[config.mk]
export PLATFORM = sky130hd
export DESIGN_NAME = sbc_sqrt
export DESIGN_NICKNAME = d
export VERILOG_FILES = /design/src/design/sbc_pkg.sv /design/src/design/sbc_sqrt.sv
export SDC_FILE = /design/constraint.sdc
export NUM_CORES = 1
export LEC_CHECK = 0
export BUFFER_PORTS_ARGS = -buffer_cell sky130_fd_sc_hd__buf_4
export CORE_ASPECT_RATIO = 1.25
export CORE_MARGIN = 1.5
export CORE_UTILIZATION = 42
export CTS_CLUSTER_SIZE = 16
export DETAILED_ROUTE_END_ITERATION = 10
export HOLD_SLACK_MARGIN = 0.08
export PLACE_DENSITY = 0.68
export SYNTH_ARGS = -nofsm -noshare
export SYNTH_HDL_FRONTEND = slang
export SYNTH_SLANG_ARGS = --single-unit
[constraint.sdc]
create_clock -name clk -period 4 [get_ports clk]
set_input_delay 0.8 -clock clk [delete_from_list [all_inputs] [get_ports clk]]
set_output_delay 0.8 -clock clk [all_outputs]
set_load 0.02 [all_outputs]
[src/design/sbc_pkg.sv]
// Package for the sphere/box collision pipeline.
// Register codes, reset values and shared widths; no dependencies.
package sbc_pkg;

  localparam int COORD_BITS_DEF = 24;
  localparam int REG_W    = 23;
  localparam int RAD_W    = 16;
  localparam int COEF_W   = 16;
  localparam int K_W      = 17;   // 32768 + bounce_coef
  localparam int D_W      = 17;   // box-to-centre offset, signed
  localparam int N_W      = 18;   // normal component, signed Q.16
  localparam int SQ_W     = 32;   // radicand of the distance root
  localparam int ROOT_W   = 16;
  localparam int QUO_W    = 17;
  localparam int IDX_W    = 8;

  typedef enum logic [IDX_W-1:0] {
    REG_X_HALF     = 8'd0,
    REG_BASE_Y     = 8'd1,
    REG_HEIGHT     = 8'd2,
    REG_HALF_THICK = 8'd3
  } reg_idx_t;

  localparam logic [REG_W-1:0] X_HALF_RST     = 23'd50000;
  localparam logic [REG_W-1:0] BASE_Y_RST     = 23'd50000;
  localparam logic [REG_W-1:0] HEIGHT_RST     = 23'd10000;
  localparam logic [REG_W-1:0] HALF_THICK_RST = 23'd300;

  localparam logic signed [N_W-1:0] N_ONE = 18'sd65536;

  typedef struct packed {
    logic [REG_W-1:0] x_half;
    logic [REG_W-1:0] base_y;
    logic [REG_W-1:0] height;
    logic [REG_W-1:0] half_thick;
  } box_cfg_t;

  typedef struct packed {
    logic en;    // whole pipeline advances
    logic vld;   // beat entering this section
  } pipe_ctl_t;

endpackage

[src/design/sbc_sqrt.sv]
// Pipelined integer square root, one root bit per stage.
// Carries a side payload alongside; uses sbc_pkg.
module sbc_sqrt import sbc_pkg::*; #(
  parameter int SIDE_W = 8
) (
  input  logic              clk,
  input  logic              rst_n,
  input  pipe_ctl_t         ctl,
  input  logic [SQ_W-1:0]   rad_in,
  input  logic [SIDE_W-1:0] side_in,
  output logic              vld_o,
  output logic [ROOT_W-1:0] root_o,
  output logic [SIDE_W-1:0] side_o
);

  localparam int RW = ROOT_W + 2;

  logic              vld_r  [ROOT_W];
  logic [RW-1:0]     rem_r  [ROOT_W];
  logic [ROOT_W-1:0] root_r [ROOT_W];
  logic [SQ_W-1:0]   rad_r  [ROOT_W];
  logic [SIDE_W-1:0] side_r [ROOT_W];

  for (genvar g = 0; g < ROOT_W; g++) begin : g_stage
    logic              vld_i;
    logic [RW-1:0]     rem_i, remsh, trial, rem_nxt;
    logic [ROOT_W-1:0] root_i, root_nxt;
    logic [SQ_W-1:0]   rad_i;
    logic [SIDE_W-1:0] side_i;

    if (g == 0) begin : g_first
      assign vld_i  = ctl.vld;
      assign rem_i  = '0;
      assign root_i = '0;
      assign rad_i  = rad_in;
      assign side_i = side_in;
    end else begin : g_next
      assign vld_i  = vld_r[g-1];
      assign rem_i  = rem_r[g-1];
      assign root_i = root_r[g-1];
      assign rad_i  = rad_r[g-1];
      assign side_i = side_r[g-1];
    end

    always_comb begin
      remsh = {rem_i[RW-3:0], rad_i[SQ_W-1 -: 2]};
      trial = {root_i, 2'b01};
      if (remsh >= trial) begin
        rem_nxt  = remsh - trial;
        root_nxt = {root_i[ROOT_W-2:0], 1'b1};
      end else begin
        rem_nxt  = remsh;
        root_nxt = {root_i[ROOT_W-2:0], 1'b0};
      end
    end

    always_ff @(posedge clk) begin
      if (!rst_n) vld_r[g] <= 1'b0;
      else if (ctl.en) vld_r[g] <= vld_i;
    end

    always_ff @(posedge clk) begin
      if (ctl.en) begin
        rem_r[g]  <= rem_nxt;
        root_r[g] <= root_nxt;
        rad_r[g]  <= {rad_i[SQ_W-3:0], 2'b00};
        side_r[g] <= side_i;
      end
    end
  end

  assign vld_o  = vld_r[ROOT_W-1];
  assign root_o = root_r[ROOT_W-1];
  assign side_o = side_r[ROOT_W-1];

endmodule

# After elaboration in Yosys (flattened, before gate mapping)
# Memory sizes are Yosys's and may differ from the RTL's.
# Index checks and enable logic that the tools add are counted.
dict set report word_totals {
  output_inout_bits 25
  ram_bits 1168
  word_cells 106
  reg_bits 0
  mem_count 5
}
dict set report classes {
  n_lt_le_gt_ge 16
  n_mux 53
  n_bitwise 16
  n_addsub 16
}
# name words word_bits rd rd_clocked_by_memory_dff wr line_no
set mem_list {}
lappend mem_list {rad_r 16 30 15 0 16 sbc_sqrt.sv:21} ;# logic [SQ_W-1:0] rad_r [ROOT_W];
lappend mem_list {rem_r 16 18 15 0 16 sbc_sqrt.sv:19} ;# logic [RW-1:0] rem_r [ROOT_W];
lappend mem_list {root_r 16 16 16 0 16 sbc_sqrt.sv:20} ;# logic [ROOT_W-1:0] root_r [ROOT_W];
lappend mem_list {side_r 16 8 16 0 16 sbc_sqrt.sv:22} ;# logic [SIDE_W-1:0] side_r [ROOT_W];
lappend mem_list {vld_r 16 1 16 0 16 sbc_sqrt.sv:18} ;# logic vld_r [ROOT_W];
# operator n
set op_table {}
lappend op_table {{$mux W18} 16}
lappend op_table {{$ge A18 B18 Y1} 15}
lappend op_table {{$sub A18 B18 Y18} 15}
lappend op_table {{$mux W1} 37}
lappend op_table {{$or A1 B1 Y1} 16}
lappend op_table {{$sub A2 B1 Y3 const B} 1}
lappend op_table {{$ge A2 B1 Y1 const B} 1}

# Logic depth before layout (Yosys ltp)
# Gate-level depths: netlist (run 1).
dict set report logic_depth {
  ltp_word 4
  depth_mapped 12
  ltp_nobuf 9
}

# Worst setup path after synthesis (run 1)
# OpenSTA, ideal clock, no wires.
dict set report synth_timing {
  path_type {flip-flop to flip-flop}
  start {memory rem_r[1][96] (netlist bit)}
  end {memory rem_r[1][117] (netlist bit), data pin}
  t_required_ns 3.738
  synth_period_minus_slack_ns 2.806
  arrival_ns 2.544
  setup_time_ns 0.262
  n_path_buf 2
  setup_slack_ns 1.194
  stages_incl_launch_ff 11
  path_cell_list {edfxtp_1 > ha_1 > a21oi_1 > nand2_1 > a21oi_1 > o21ai_1 > o21a_1 > and3b_1 > clkbuf_1 > buf_2 > mux2_1}
}
# element line_no
set synth_rtl {}
lappend synth_rtl {{start: declaration} sbc_sqrt.sv:19}

==> metrics.log, run 1 <==
[metrics] slack of the worst reg-to-reg path: 0.75 ns
[metrics] CP Max Fanout: 17
[metrics] clock-pin slew on the worst setup and hold paths: 0.06 ns
[metrics] top cells by area, synth: sky130_fd_sc_hd__edfxtp_1 70%, sky130_fd_sc_hd__ha_1 6.0%, sky130_fd_sc_hd__xor2_1 2.2%, sky130_fd_sc_hd__xnor2_1 2.1%, sky130_fd_sc_hd__inv_1 2.0%
[metrics] Area growth, synth to finish: 13.1%
[metrics] Max Freq: 0.307 GHz
[metrics] DRT iter0 DRCs: 873
[metrics] placement-stage cell area: 0.0337 mm2
[metrics] DRT Wirelength: 51,600 um
[metrics] clock tree from TritonCTS: done
[metrics] H-tree level count: 3
[metrics] GRT overflow: 0
[metrics] Critical path buffers and inverters: 0
[metrics] CTS Buffer Depth: 3
[metrics] Max Cap Viol: 0
[metrics] number of cells upsized or downsized after cts: 0
[metrics] cell leakage power: 13.7 nW
[metrics] post-detailed-route count of antenna-violating nets: 0
[metrics] portion of the post-synthesis area used by sequential elements: 0.699
[metrics] CTS Buf Count: 75
[metrics] final std cells w/o fill: 3,377
[metrics] biggest area consumer among synthesized cells: sky130_fd_sc_hd__edfxtp_1
[metrics] number of enable flip-flop cells after synthesis: 743
[metrics] Max Clock Skew: 0.0274 ns
[metrics] mean instance size in the synthesized netlist: 14.4 um2
[metrics] cell depth of the worst hold path: 1
[metrics] gate count of the mapped netlist: 2,223
[metrics] vias in the first global route: 18,000
[metrics] clock tree root driver cell: sky130_fd_sc_hd__clkbuf_16
[metrics] number of nets in the final layout: 2,547
[metrics] DRC Markers: 0
[metrics] Tightest Pin Transition: 0.901 ns
[metrics] unrepaired setup endpoints after global routing: false
[metrics] count of final hold-check violations: 0
[metrics] Die Span X: 250 um
[metrics] Synth warnings: 0
[metrics] crit path kind: reg2reg
[metrics] final critical path time including I/O delays and setup: 3.25 ns
[metrics] VDD IR-drop max: 357 uV
[metrics] crit path capture type: flop
[metrics] share of the core filled with cells: 0.482
[metrics] worst reg-to-reg path cell count: 8
[metrics] routed via count divided by cell count: 5.14
[metrics] Initial Util: 0.426
[metrics] relative slew slack: 0.392
[metrics] distinct cell type count of the synthesized netlist: 78
[metrics] Slew Limit Fails: 0
[metrics] gate family responsible for the most delay along the worst path: compound AO/OA/AOI/OAI gates
[metrics] vertical die dimension: 311 um
[metrics] CP max-delay cell: sky130_fd_sc_hd__and3b_1
[metrics] most used flip-flop cell after synthesis: sky130_fd_sc_hd__edfxtp_1
[metrics] area of the core region: 0.0750 mm2
[metrics] row cnt: 112
[metrics] number of top-level pins: 69
[metrics] register bit total from synthesis: 744
[metrics] R2R Path Start: rem_r[1][96]
[metrics] detailed placer's ending HPWL: 35,200 um
[metrics] Req. time, crit path: 4.37 ns
[metrics] initial antenna violation count: 0
[metrics] sequence of cells on the critical path: ha_1 > a21oi_1 > nand2_1 > a21oi_1 > o21ai_1 > o21a_1 > and3b_1 > mux2_1
[metrics] clock latency of the later-clocked register in the worst-skew pair: 0.62 ns
[metrics] Placed Instances: 3,243
[metrics] mean routed wirelength per cell: 15.3 um
[metrics] weighted congestion reported at the end of routability-driven placement: 0.858
[metrics] fraction of layout instances using a drive strength above 1: 0.0963
[metrics] # hold bufs at CTS: 0
[metrics] final setup violating endpoints: 0
[metrics] total inserted antenna cells: 0
[metrics] result of the run: complete, no violations
[metrics] biggest cell delay along the critical path: 0.73 ns
[metrics] CTS Sinks: 744
[metrics] share of the synthesized area in the top cell type: 0.698
[metrics] number of optimization iterations in the first detailed-route pass: 6
[metrics] wire length of the first global-routing pass: 84,000 um
[metrics] post-route standard cell area excluding fillers: 0.0361 mm2
[metrics] vias after detailed routing: 17,300
[metrics] critical path launch point type: flop
[metrics] class of the tightest hold or removal check: in2reg
[metrics] post-synthesis async set-or-reset flop share: 0
[metrics] syn_nets: 2,419
[metrics] global-route usage over all layers: 0.132
[metrics] data arrival at the endpoint of the critical path: 3.62 ns
[metrics] sum of negative setup slack: 0 ns
[metrics] # fillers: 6,393
[metrics] cell seen most often among critical-path stages: sky130_fd_sc_hd__a21oi_1
[metrics] final critical-path share of the clock period: 0.813
[metrics] power per cell area: 546 mW/mm2
[metrics] number of setup buffers added after CTS: 0
[metrics] Cell Area, Synth: 0.0319 mm2
[metrics] worst hold endpoint: rad_r[0][26]
[metrics] number of buffers inserted by port buffering: 68
[metrics] pin count of the biggest net entering global routing: 113
[metrics] RR Endpoint: rem_r[1][110]
[metrics] launch point of the worst hold path: rad_in[26]
[metrics] die area: 0.0777 mm2
==> power breakdown <==
group / leakage, nW / switching, W / internal (W)
registers: 7.18 / 0.000393 / 0.00963
clock network: 1.16 / 0.00287 / 0.00394
logic: 5.31 / 0.00163 / 0.00125
total: 13.7 / 0.00489 / 0.0148
==> final cells by class <==
type | instances | area [um2] | share of cell area
Clock buffer | 96 | 2000 | 0.0553
Clock inverter | 38 | 392 | 0.0108
Inverter | 172 | 646 | 0.0179
Multi-Input combinational cell | 1270 | 8810 | 0.244
Sequential cell | 744 | 22300 | 0.618
Tap cell | 969 | 1210 | 0.0336
Timing Repair Buffer | 88 | 731 | 0.0202
==> Yosys cell counts (12+ instances only) <==
cell type / instances
sky130_fd_sc_hd__nand2b_1: 33
sky130_fd_sc_hd__nor2b_1: 20
sky130_fd_sc_hd__or4_1: 13
sky130_fd_sc_hd__mux2_2: 12
sky130_fd_sc_hd__nand2_1: 131
sky130_fd_sc_hd__nor4_1: 22
sky130_fd_sc_hd__inv_1: 167
sky130_fd_sc_hd__xnor2_1: 77
sky130_fd_sc_hd__nor2_1: 125
sky130_fd_sc_hd__or3_1: 14
sky130_fd_sc_hd__nand3_1: 29
sky130_fd_sc_hd__nand4_1: 20
sky130_fd_sc_hd__a21oi_1: 108
sky130_fd_sc_hd__a211oi_1: 14
sky130_fd_sc_hd__mux2_1: 24
sky130_fd_sc_hd__o21ai_0: 68
sky130_fd_sc_hd__nor3_1: 56
sky130_fd_sc_hd__edfxtp_1: 743
sky130_fd_sc_hd__xor2_1: 80
sky130_fd_sc_hd__clkbuf_1: 29
sky130_fd_sc_hd__o21ai_1: 52
sky130_fd_sc_hd__ha_1: 152
sky130_fd_sc_hd__and3_1: 23
sky130_fd_sc_hd__o21a_1: 31
sky130_fd_sc_hd__a21o_1: 30
==> how the worst max path moves through the flow <==
stage | from | endpoint | slack [ns] | cells after the start
6_report | rem_r[1][96] | rem_r[1][110] | 0.75 | 8
5_1_grt | rem_r[1][96] | rem_r[1][120] | 0.54 | 8
4_1_cts | rem_r[1][96] | rem_r[1][123] | 0.72 | 8
3_5_place_dp | rem_r[1][96] | rem_r[1][110] | 0.72 | 8
3_3_place_gp | rem_r[1][96] | rem_r[1][111] | 0.90 | 8
2_1_floorplan | rem_r[1][96] | rem_r[1][117] | 1.19 | 10
==> sequential cells by signal (all words and copies together), names as in the netlist <==
name	count
vld_r	16
rad_r	240
rem_r	224
root_r	136
side_r	128
==> metrics by stage <==
| stage | hold slack [ns] | setup WS, ns | power, W |
|---|---|---|---|
| floorplan | 0.400 | 1.19 | 0.0122 |
| global placement | 0.400 | 0.900 | 0.0129 |
| detailed placement | 0.405 | 0.722 | 0.0131 |
| CTS | 0.286 | 0.716 | 0.0200 |
| global route | 0.304 | 0.539 | 0.0207 |
| finish | 0.346 | 0.747 | 0.0197 |
==> routing by layer <==
| layer | vias to the layer above | global-route usage | wire [um] |
|---|---|---|---|
| met4 | 0 | 0.0775 | 2640 |
| met3 | 164 | 0.0276 | 1930 |
| met2 | 334 | 0.253 | 28000 |
| met1 | 8319 | 0.130 | 19100 |
| li1 | 8526 | - | - |
| met5 | - | 0 | 0 |
==> kinds of logic (layout without fill, tap and decap cells) <==
| logic type | Yosys count | count (layout) | share of synthesized area |
|---|---|---|---|
| AO/OA/AOI/OAI | 380 | 380 | 0.0733 |
| buffers and inverters | 209 | 394 | 0.0253 |
| flip-flops | 744 | 744 | 0.699 |
| multiplexers | 47 | 47 | 0.0163 |
| AND/OR/NAND/NOR | 533 | 533 | 0.0835 |
| other | 1 | 1 | 0.000117 |
| XOR/XNOR | 157 | 157 | 0.0430 |
| adder cells (fa/ha/maj) | 152 | 152 | 0.0595 |
==> cell usage in the layout (no fill, tap or decap), types with 51 or more instances in the layout <==
master,Yosys,final
sky130_fd_sc_hd__clkbuf_16,0,77
sky130_fd_sc_hd__o21ai_1,52,51
sky130_fd_sc_hd__xnor2_1,77,77
sky130_fd_sc_hd__ha_1,152,152
sky130_fd_sc_hd__nor3_1,56,56
sky130_fd_sc_hd__edfxtp_1,743,743
sky130_fd_sc_hd__a21oi_1,108,108
sky130_fd_sc_hd__buf_4,1,82
sky130_fd_sc_hd__nand2_1,131,131
sky130_fd_sc_hd__o21ai_0,68,68
sky130_fd_sc_hd__nor2_1,125,125
sky130_fd_sc_hd__xor2_1,80,80
sky130_fd_sc_hd__inv_1,167,167
(Power assumes the default switching activity.)
==> inputs of run 2 (changes only) <==
Clock period 4 ns to 3.3 ns, I/O delays scaled along.
==> run 2 against run 1 <==
Effect of this change:
- cell count increased by 0.59%
- non-clock buffer count increased by 14
- core utilization increased by 0.35 points
- clock skew decreased by 0.0072 ns
- sequential share of layout area decreased by 0.44 points
- power increased by 22%
- first-iteration DRC count increased by 0.57%
- worst hold slack got worse by 0.13 ns
- via count increased by 1.3%
- worst setup slack got worse by 0.43 ns
- global-route usage increased by 0.10 points
- critical path type unchanged
- critical endpoint is now rem_r[1][123]
==> metrics.log, run 2 (synthesis results as in run 1) <==
[metrics] result of the run: complete, no violations
[metrics] clock tree from TritonCTS: done
[metrics] initial antenna violation count: 0 (unchanged)
[metrics] final critical-path share of the clock period: 0.903 (+0.0902)
[metrics] vias in the first global route: 18,000 (+0.15%)
[metrics] DP Worst Slack: 0.309 ns (-0.413 ns)
[metrics] number of cells upsized or downsized after cts: 0 (unchanged)
[metrics] row cnt: 112 (unchanged)
[metrics] area of the core region: 0.0750 mm2 (unchanged)
[metrics] largest registers: rad_r (240), rem_r (224), root_r (136)
[metrics] number of optimization iterations in the first detailed-route pass: 5 (-1)
[metrics] CP max-delay cell: sky130_fd_sc_hd__edfxtp_1
[metrics] hold_ws: 0.217 ns (-0.129 ns)
[metrics] VDD IR-drop max: 492 uV (+38%)
[metrics] crit path kind: reg2reg
[metrics] GR Layer Usage met3: 0.0246 (-0.00301)
[metrics] GRT overflow: 0 (unchanged)
[metrics] clock tree root driver cell: sky130_fd_sc_hd__clkbuf_16
[metrics] DRT Wirelength: 51,900 um (+0.54%)
[metrics] share of the core filled with cells: 0.485 (+0.00347)
[metrics] launch point of the worst hold path: rad_in[28]
[metrics] number of buffers inserted by port buffering: 68 (unchanged)
[metrics] die area: 0.0777 mm2 (unchanged)
[metrics] register area: 0.0223 mm2 (unchanged)
[metrics] Req. time, crit path: 3.65 ns (-0.72 ns)
[metrics] global routing usage on met1: 0.132 (+0.00264)
[metrics] total inserted antenna cells: 0 (unchanged)
[metrics] mean routed wirelength per cell: 15.3 um (about the same)
[metrics] Cell Int Power: 0.0181 W (+22%)
[metrics] power per cell area: 662 mW/mm2 (+21%)
[metrics] Area growth, synth to finish: 13.9%
[metrics] crit path capture type: flop
[metrics] CP Max Fanout: 17 (unchanged)
[metrics] Slew Limit Fails: 0 (unchanged)
[metrics] Max Clock Skew: 0.0202 ns (-0.00721 ns)
[metrics] H-tree level count: 3 (unchanged)
[metrics] number of nets in the final layout: 2,563 (+0.63%)
[metrics] clock latency of the later-clocked register in the worst-skew pair: 0.62 ns (about the same)
[metrics] data arrival at the endpoint of the critical path: 3.33 ns (-0.29 ns)
[metrics] Initial Util: 0.426 (unchanged)
[metrics] Setup WS post-layout: 0.319 ns (-0.428 ns)
[metrics] detailed placer's ending HPWL: 36,100 um (+2.6%)
[metrics] net load switching power: 0.00598 W (+22%)
[metrics] wire length of the first global-routing pass: 84,700 um (+0.93%)
[metrics] biggest cell delay along the critical path: 0.40 ns (-0.33 ns)
[metrics] Sw Ratio: 0.248 (about the same)
[metrics] cell seen most often among critical-path stages: sky130_fd_sc_hd__a21oi_1
[metrics] Max Freq: 0.335 GHz (+9.1%)
[metrics] sum of negative setup slack: 0 ns (unchanged)
[metrics] DRC Markers: 0 (unchanged)
[metrics] unrepaired setup endpoints after global routing: false
[metrics] most used cells in the layout excluding fill and tap cells: 743 x sky130_fd_sc_hd__edfxtp_1, 167 x sky130_fd_sc_hd__inv_1, 152 x sky130_fd_sc_hd__ha_1, 131 x sky130_fd_sc_hd__nand2_1, 125 x sky130_fd_sc_hd__nor2_1
[metrics] Die Span X: 250 um (unchanged)
[metrics] count of final hold-check violations: 0 (unchanged)
[metrics] GR peak layer: met2
[metrics] cell leakage power: 13.8 nW (+1.1%)
[metrics] clock-pin slew on the worst setup and hold paths: 0.06 ns (about the same)
[metrics] post-detailed-route count of antenna-violating nets: 0 (unchanged)
[metrics] routed via count divided by cell count: 5.17 (+0.70%)
[metrics] worst setup path startpoint: rem_r[1][96]
[metrics] final setup violating endpoints: 0 (unchanged)
[metrics] R2R Path Start: rem_r[1][96]
[metrics] most flop-heavy register: rad_r
[metrics] vias after detailed routing: 17,600 (+1.3%)
[metrics] proportion of power drawn by the clock network: 0.348 (+0.003)
[metrics] DRT iter0 DRCs: 878 (+0.57%)
[metrics] flip-flop count of the largest register, all copies and words added: 240 (unchanged)
[metrics] CTS Sinks: 744 (unchanged)
[metrics] area taken by multi-input logic gates: 0.00881 mm2 (unchanged)
[metrics] global-route usage over all layers: 0.133 (+0.00105)
[metrics] fraction of layout instances using a drive strength above 1: 0.106 (+0.00950)
[metrics] relative slew slack: 0.472 (+0.0800)
[metrics] # hold bufs at CTS: 0 (unchanged)
[metrics] number of top-level pins: 69 (unchanged)
[metrics] Max Cap Viol: 0 (unchanged)
[metrics] CTS Buffer Depth: 3 (unchanged)
[metrics] critical path launch point type: flop
[metrics] met2 track demand over resource: 0.250 (-0.00209)
[metrics] class of the tightest hold or removal check: in2reg
[metrics] sequence of cells on the critical path: ha_1 > a21oi_1 > nand2_1 > a21oi_1 > o21ai_1 > o21a_1 > and3b_1 > buf_4 > mux2_1
[metrics] most common library cell in the layout ignoring fill and taps: sky130_fd_sc_hd__edfxtp_1
[metrics] final critical path time including I/O delays and setup: 2.98 ns (-0.272 ns)
[metrics] # fillers: 6,302 (-1.4%)
[metrics] part of the total power dissipated in combinational logic: 0.147 (about the same)
[metrics] power share of the sequential group: 0.505 (-0.003)
[metrics] Tightest Pin Transition: 0.789 ns (-0.112 ns)
[metrics] CTS Buf Count: 77 (+2.7%)
[metrics] number of setup buffers added after CTS: 0 (unchanged)
[metrics] weighted congestion reported at the end of routability-driven placement: 0.940 (+9.6%)
[metrics] pin count of the biggest net entering global routing: 130 (+15%)
[metrics] vertical die dimension: 311 um (unchanged)
-- run 2: worst paths after layout --
path | to | slack [ns] | cells after the start
setup / recovery | rem_r[1][123] | 0.32 | 9
hold / removal | rad_r[0][28] | 0.22 | 1
setup reg to reg | rem_r[1][123] | 0.32 | 9
hold reg to reg | side_r[1][46] | 0.40 | 0
-- run 2: critical path: cells and delay by family, from the launching register on --
| kind | cells | cell delay, ns |
|---|---|---|
| adder cells (fa/ha/maj) | 1 | 0.40 |
| multiplexers | 1 | 0.37 |
| buffers and inverters | 1 | 0.25 |
| AO/OA/AOI/OAI | 4 | 0.99 |
| flip-flops | 1 | 0.40 |
| AND/OR/NAND/NOR | 2 | 0.29 |
-- run 2: area by class of cell --
class | count | area share
multi-input cells | 1270 | 0.242
clock inverters | 50 | 0.0112
flip-flops and latches | 744 | 0.614
clock buffers | 90 | 0.0566
well taps | 969 | 0.0333
repair buffers | 102 | 0.0250
inverters | 172 | 0.0177
-- run 2: power groups by stage --
stage | registers [W] | logic [W] | clock network, W
final | 0.0122 | 0.00354 | 0.00838
after global routing | 0.0123 | 0.00394 | 0.00904
after CTS | 0.0122 | 0.00354 | 0.00869
after detailed placement | 0.0124 | 0.00352 | 0
after global placement | 0.0123 | 0.00339 | 0
after floorplan | 0.0122 | 0.00256 | 0
-- run 2: routing by layer --
layer,share of wire,up-vias
met2,0.54,400
met1,0.37,8443
li1,-,8556
met4,0.055,0
met3,0.041,169
met5,0,-
-- run 2: metrics by stage --
stage | cell area (um2) | cells | power, W
detailed placement | 33900 | 3257 | 0.0159
floorplan | 31900 | 2223 | 0.0148
global route | 36400 | 3397 | 0.0252
CTS | 36400 | 3397 | 0.0244
finish | 36400 | 3397 | 0.0241
global placement | 33900 | 3257 | 0.0157
==> inputs of run 3 (changes only) <==
Settings changed: CORE_ASPECT_RATIO 1.25 to 1.5.
==> run 3 against run 2 <==
Effect of this change:
- critical path depth decreased by 3
- critical endpoint is now rem_r[0][96]
- non-clock buffer count up 4
- clock power down 3.3%
- register-to-register slack worse by 0.06 ns
- fmax decreased by 2.0%
- core utilization shrank 0.21 points
- cell area down 0.25%
- sequential share of layout area increased by 0.16 points
==> metrics.log, run 3 (synthesis results as in run 1) <==
[metrics] vias in the first global route: 18,500 (+3.1%)
[metrics] largest registers: rad_r (240), rem_r (224), root_r (136)
[metrics] data arrival at the endpoint of the critical path: 3.42 ns (+0.09 ns)
[metrics] total inserted antenna cells: 0 (unchanged)
[metrics] initial antenna violation count: 0 (unchanged)
[metrics] CP max-delay cell: sky130_fd_sc_hd__or4_1
[metrics] class of the tightest hold or removal check: in2reg
[metrics] CTS Buffer Depth: 3 (unchanged)
[metrics] H-tree level count: 3 (unchanged)
[metrics] R2R Path Start: rem_r[0][81]
[metrics] fraction of layout instances using a drive strength above 1: 0.103 (-0.00259)
[metrics] slack of the worst reg-to-reg path: 0.26 ns (-0.06 ns)
[metrics] gate family responsible for the most delay along the worst path: simple AND/OR/NAND/NOR gates
[metrics] launch point of the worst hold path: side_in[6]
[metrics] clock latency of the later-clocked register in the worst-skew pair: 0.63 ns (about the same)
[metrics] row cnt: 123 (+9.8%)
[metrics] Slew Limit Fails: 0 (unchanged)
[metrics] sequence of cells on the critical path: or3_1 > or3_1 > nor4_2 > o21ai_1 > or4_1 > mux2_4
[metrics] post-detailed-route count of antenna-violating nets: 0 (unchanged)
[metrics] DRC Markers: 0 (unchanged)
[metrics] CP Max Fanout: 15 (-2)
[metrics] critical path launch point type: flop
[metrics] # hold bufs at CTS: 0 (unchanged)
[metrics] count of final hold-check violations: 0 (unchanged)
[metrics] cell seen most often among critical-path stages: sky130_fd_sc_hd__or3_1
[metrics] Critical path buffers and inverters: 0 (-1)
[metrics] clock-pin slew on the worst setup and hold paths: 0.06 ns (about the same)
[metrics] crit path kind: reg2reg
[metrics] Req. time, crit path: 3.68 ns (+0.03 ns)
[metrics] final critical path time including I/O delays and setup: 3.04 ns (+0.0595 ns)
[metrics] share of the core filled with cells: 0.483 (-0.00207)
[metrics] detailed placer's ending HPWL: 39,400 um (+9.2%)
[metrics] GRT overflow: 0 (unchanged)
[metrics] Max Freq: 0.329 GHz (-2.0%)
[metrics] cell depth of the worst hold path: 1 (unchanged)
[metrics] Max Clock Skew: 0.0241 ns (+0.00388 ns)
[metrics] VDD IR-drop max: 451 uV (-8.5%)
[metrics] DRT iter0 DRCs: 870 (-0.91%)
[metrics] weighted congestion reported at the end of routability-driven placement: 0.910 (-3.2%)
[metrics] number of cells upsized or downsized after cts: 0 (unchanged)
[metrics] number of optimization iterations in the first detailed-route pass: 7 (+2)
[metrics] CTS Buf Count: 73 (-5.2%)
[metrics] die area: 0.0778 mm2 (about the same)
[metrics] clock tree root driver cell: sky130_fd_sc_hd__clkbuf_16
[metrics] most used cells in the layout excluding fill and tap cells: 743 x sky130_fd_sc_hd__edfxtp_1, 167 x sky130_fd_sc_hd__inv_1, 152 x sky130_fd_sc_hd__ha_1, 131 x sky130_fd_sc_hd__nand2_1, 125 x sky130_fd_sc_hd__nor2_1
[metrics] wire length of the first global-routing pass: 89,400 um (+5.4%)
[metrics] global-route usage over all layers: 0.144 (+0.0106)
[metrics] mean routed wirelength per cell: 16.3 um (+7.0%)
[metrics] number of top-level pins: 69 (unchanged)
[metrics] pin count of the biggest net entering global routing: 106 (-18%)
[metrics] clock tree from TritonCTS: done
[metrics] vias after detailed routing: 17,600 (+0.034%)
[metrics] power per cell area: 660 mW/mm2 (-0.22%)
[metrics] worst reg-to-reg path cell count: 6 (-3)
[metrics] crit path capture type: flop
[metrics] RR Endpoint: rem_r[0][96]
[metrics] biggest cell delay along the critical path: 0.78 ns (+0.38 ns)
[metrics] Max Cap Viol: 0 (unchanged)
[metrics] most flop-heavy register: rad_r
[metrics] flip-flop count of the largest register, all copies and words added: 240 (unchanged)
[metrics] result of the run: complete, no violations
[metrics] final critical-path share of the clock period: 0.921 (+0.0180)
[metrics] most common library cell in the layout ignoring fill and taps: sky130_fd_sc_hd__edfxtp_1
[metrics] CTS Sinks: 744 (unchanged)
[metrics] Tightest Pin Transition: 0.748 ns (-0.0411 ns)
[metrics] number of buffers inserted by port buffering: 68 (unchanged)
[metrics] Area growth, synth to finish: 13.6%
[metrics] final total power: 0.0240 W (-0.47%)
[metrics] Die Span X: 228 um (-8.6%)
[metrics] Initial Util: 0.425 (-0.000738)
[metrics] final setup violating endpoints: 0 (unchanged)
[metrics] sum of negative setup slack: 0 ns (unchanged)
[metrics] number of nets in the final layout: 2,563 (unchanged)
[metrics] unrepaired setup endpoints after global routing: false
[metrics] relative slew slack: 0.499 (+0.0275)
[metrics] DRT Wirelength: 55,900 um (+7.7%)
[metrics] number of setup buffers added after CTS: 0 (unchanged)
[metrics] worst hold endpoint: side_r[0][6]
[metrics] area of the core region: 0.0751 mm2 (+0.17%)
[metrics] # fillers: 6,481 (+2.8%)
[metrics] cell leakage power: 13.7 nW (-0.49%)
[metrics] routed via count divided by cell count: 5.14 (-0.67%)
[metrics] vertical die dimension: 341 um (+9.5%)
-- run 3: changes by cell type in the layout (fill, tap and decap cells not counted), moves of 2 or more --
cell                        previous run  this run
sky130_fd_sc_hd__buf_4                90        97
sky130_fd_sc_hd__clkinv_2             23        16
sky130_fd_sc_hd__clkbuf_16            81        75
sky130_fd_sc_hd__buf_12               11         8
sky130_fd_sc_hd__inv_16                0         2
-- run 3: worst max path at each step --
stage,startpoint,end,cells past startpoint
3_5_place_dp,rem_r[0][81],rem_r[0][96],6
2_1_floorplan,rem_r[1][96],rem_r[1][117],10
3_3_place_gp,rem_r[1][57],rem_r[1][87],9
5_1_grt,rem_r[1][57],rem_r[1][87],9
4_1_cts,rem_r[0][81],rem_r[0][96],6
6_report,rem_r[0][81],rem_r[0][96],6
-- run 3: cell type report --
cell class / count / area (um2) / area share
Inverter: 172 / 646 / 0.0178
Timing Repair Buffer: 106 / 903 / 0.0249
Clock inverter: 44 / 432 / 0.0119
Multi-Input combinational cell: 1270 / 8810 / 0.243
Tap cell: 1000 / 1250 / 0.0345
Clock buffer: 85 / 1910 / 0.0527
Sequential cell: 744 / 22300 / 0.615
-- run 3: per-stage QoR --
| step | instances | cell area [um2] | hold slack, ns | worst slack (ns) |
|---|---|---|---|---|
| 2_1_floorplan | 2223 | 31900 | 0.400 | 0.494 |
| 3_3_place_gp | 3292 | 33900 | 0.400 | 0.383 |
| 3_5_place_dp | 3292 | 33900 | 0.405 | 0.331 |
| 4_1_cts | 3421 | 36300 | 0.165 | 0.243 |
| 5_1_grt | 3421 | 36300 | 0.173 | 0.120 |
| 6_report | 3421 | 36300 | 0.211 | 0.259 |
-- run 3: layer usage --
| metal | global-route usage | share of wire |
|---|---|---|
| met5 | 0 | 0 |
| met4 | 0.0811 | 0.045 |
| met3 | 0.0250 | 0.033 |
| met2 | 0.302 | 0.60 |
| met1 | 0.122 | 0.33 |
-- run 3: where the power goes --
| part | switching, W | leakage (nW) | internal (W) |
|---|---|---|---|
| clock | 0.00351 | 1.15 | 0.00460 |
| combinational | 0.00211 | 5.41 | 0.00158 |
| sequential | 0.000495 | 7.18 | 0.0117 |
| total | 0.00612 | 13.7 | 0.0178 |
-- run 3: worst register-to-register path, cell delays in order (launching register included) --
cell	delay [ns]
sky130_fd_sc_hd__edfxtp_1	0.42
sky130_fd_sc_hd__or3_1	0.40
sky130_fd_sc_hd__or3_1	0.38
sky130_fd_sc_hd__nor4_2	0.21
sky130_fd_sc_hd__o21ai_1	0.20
sky130_fd_sc_hd__or4_1	0.78
sky130_fd_sc_hd__mux2_4	0.39
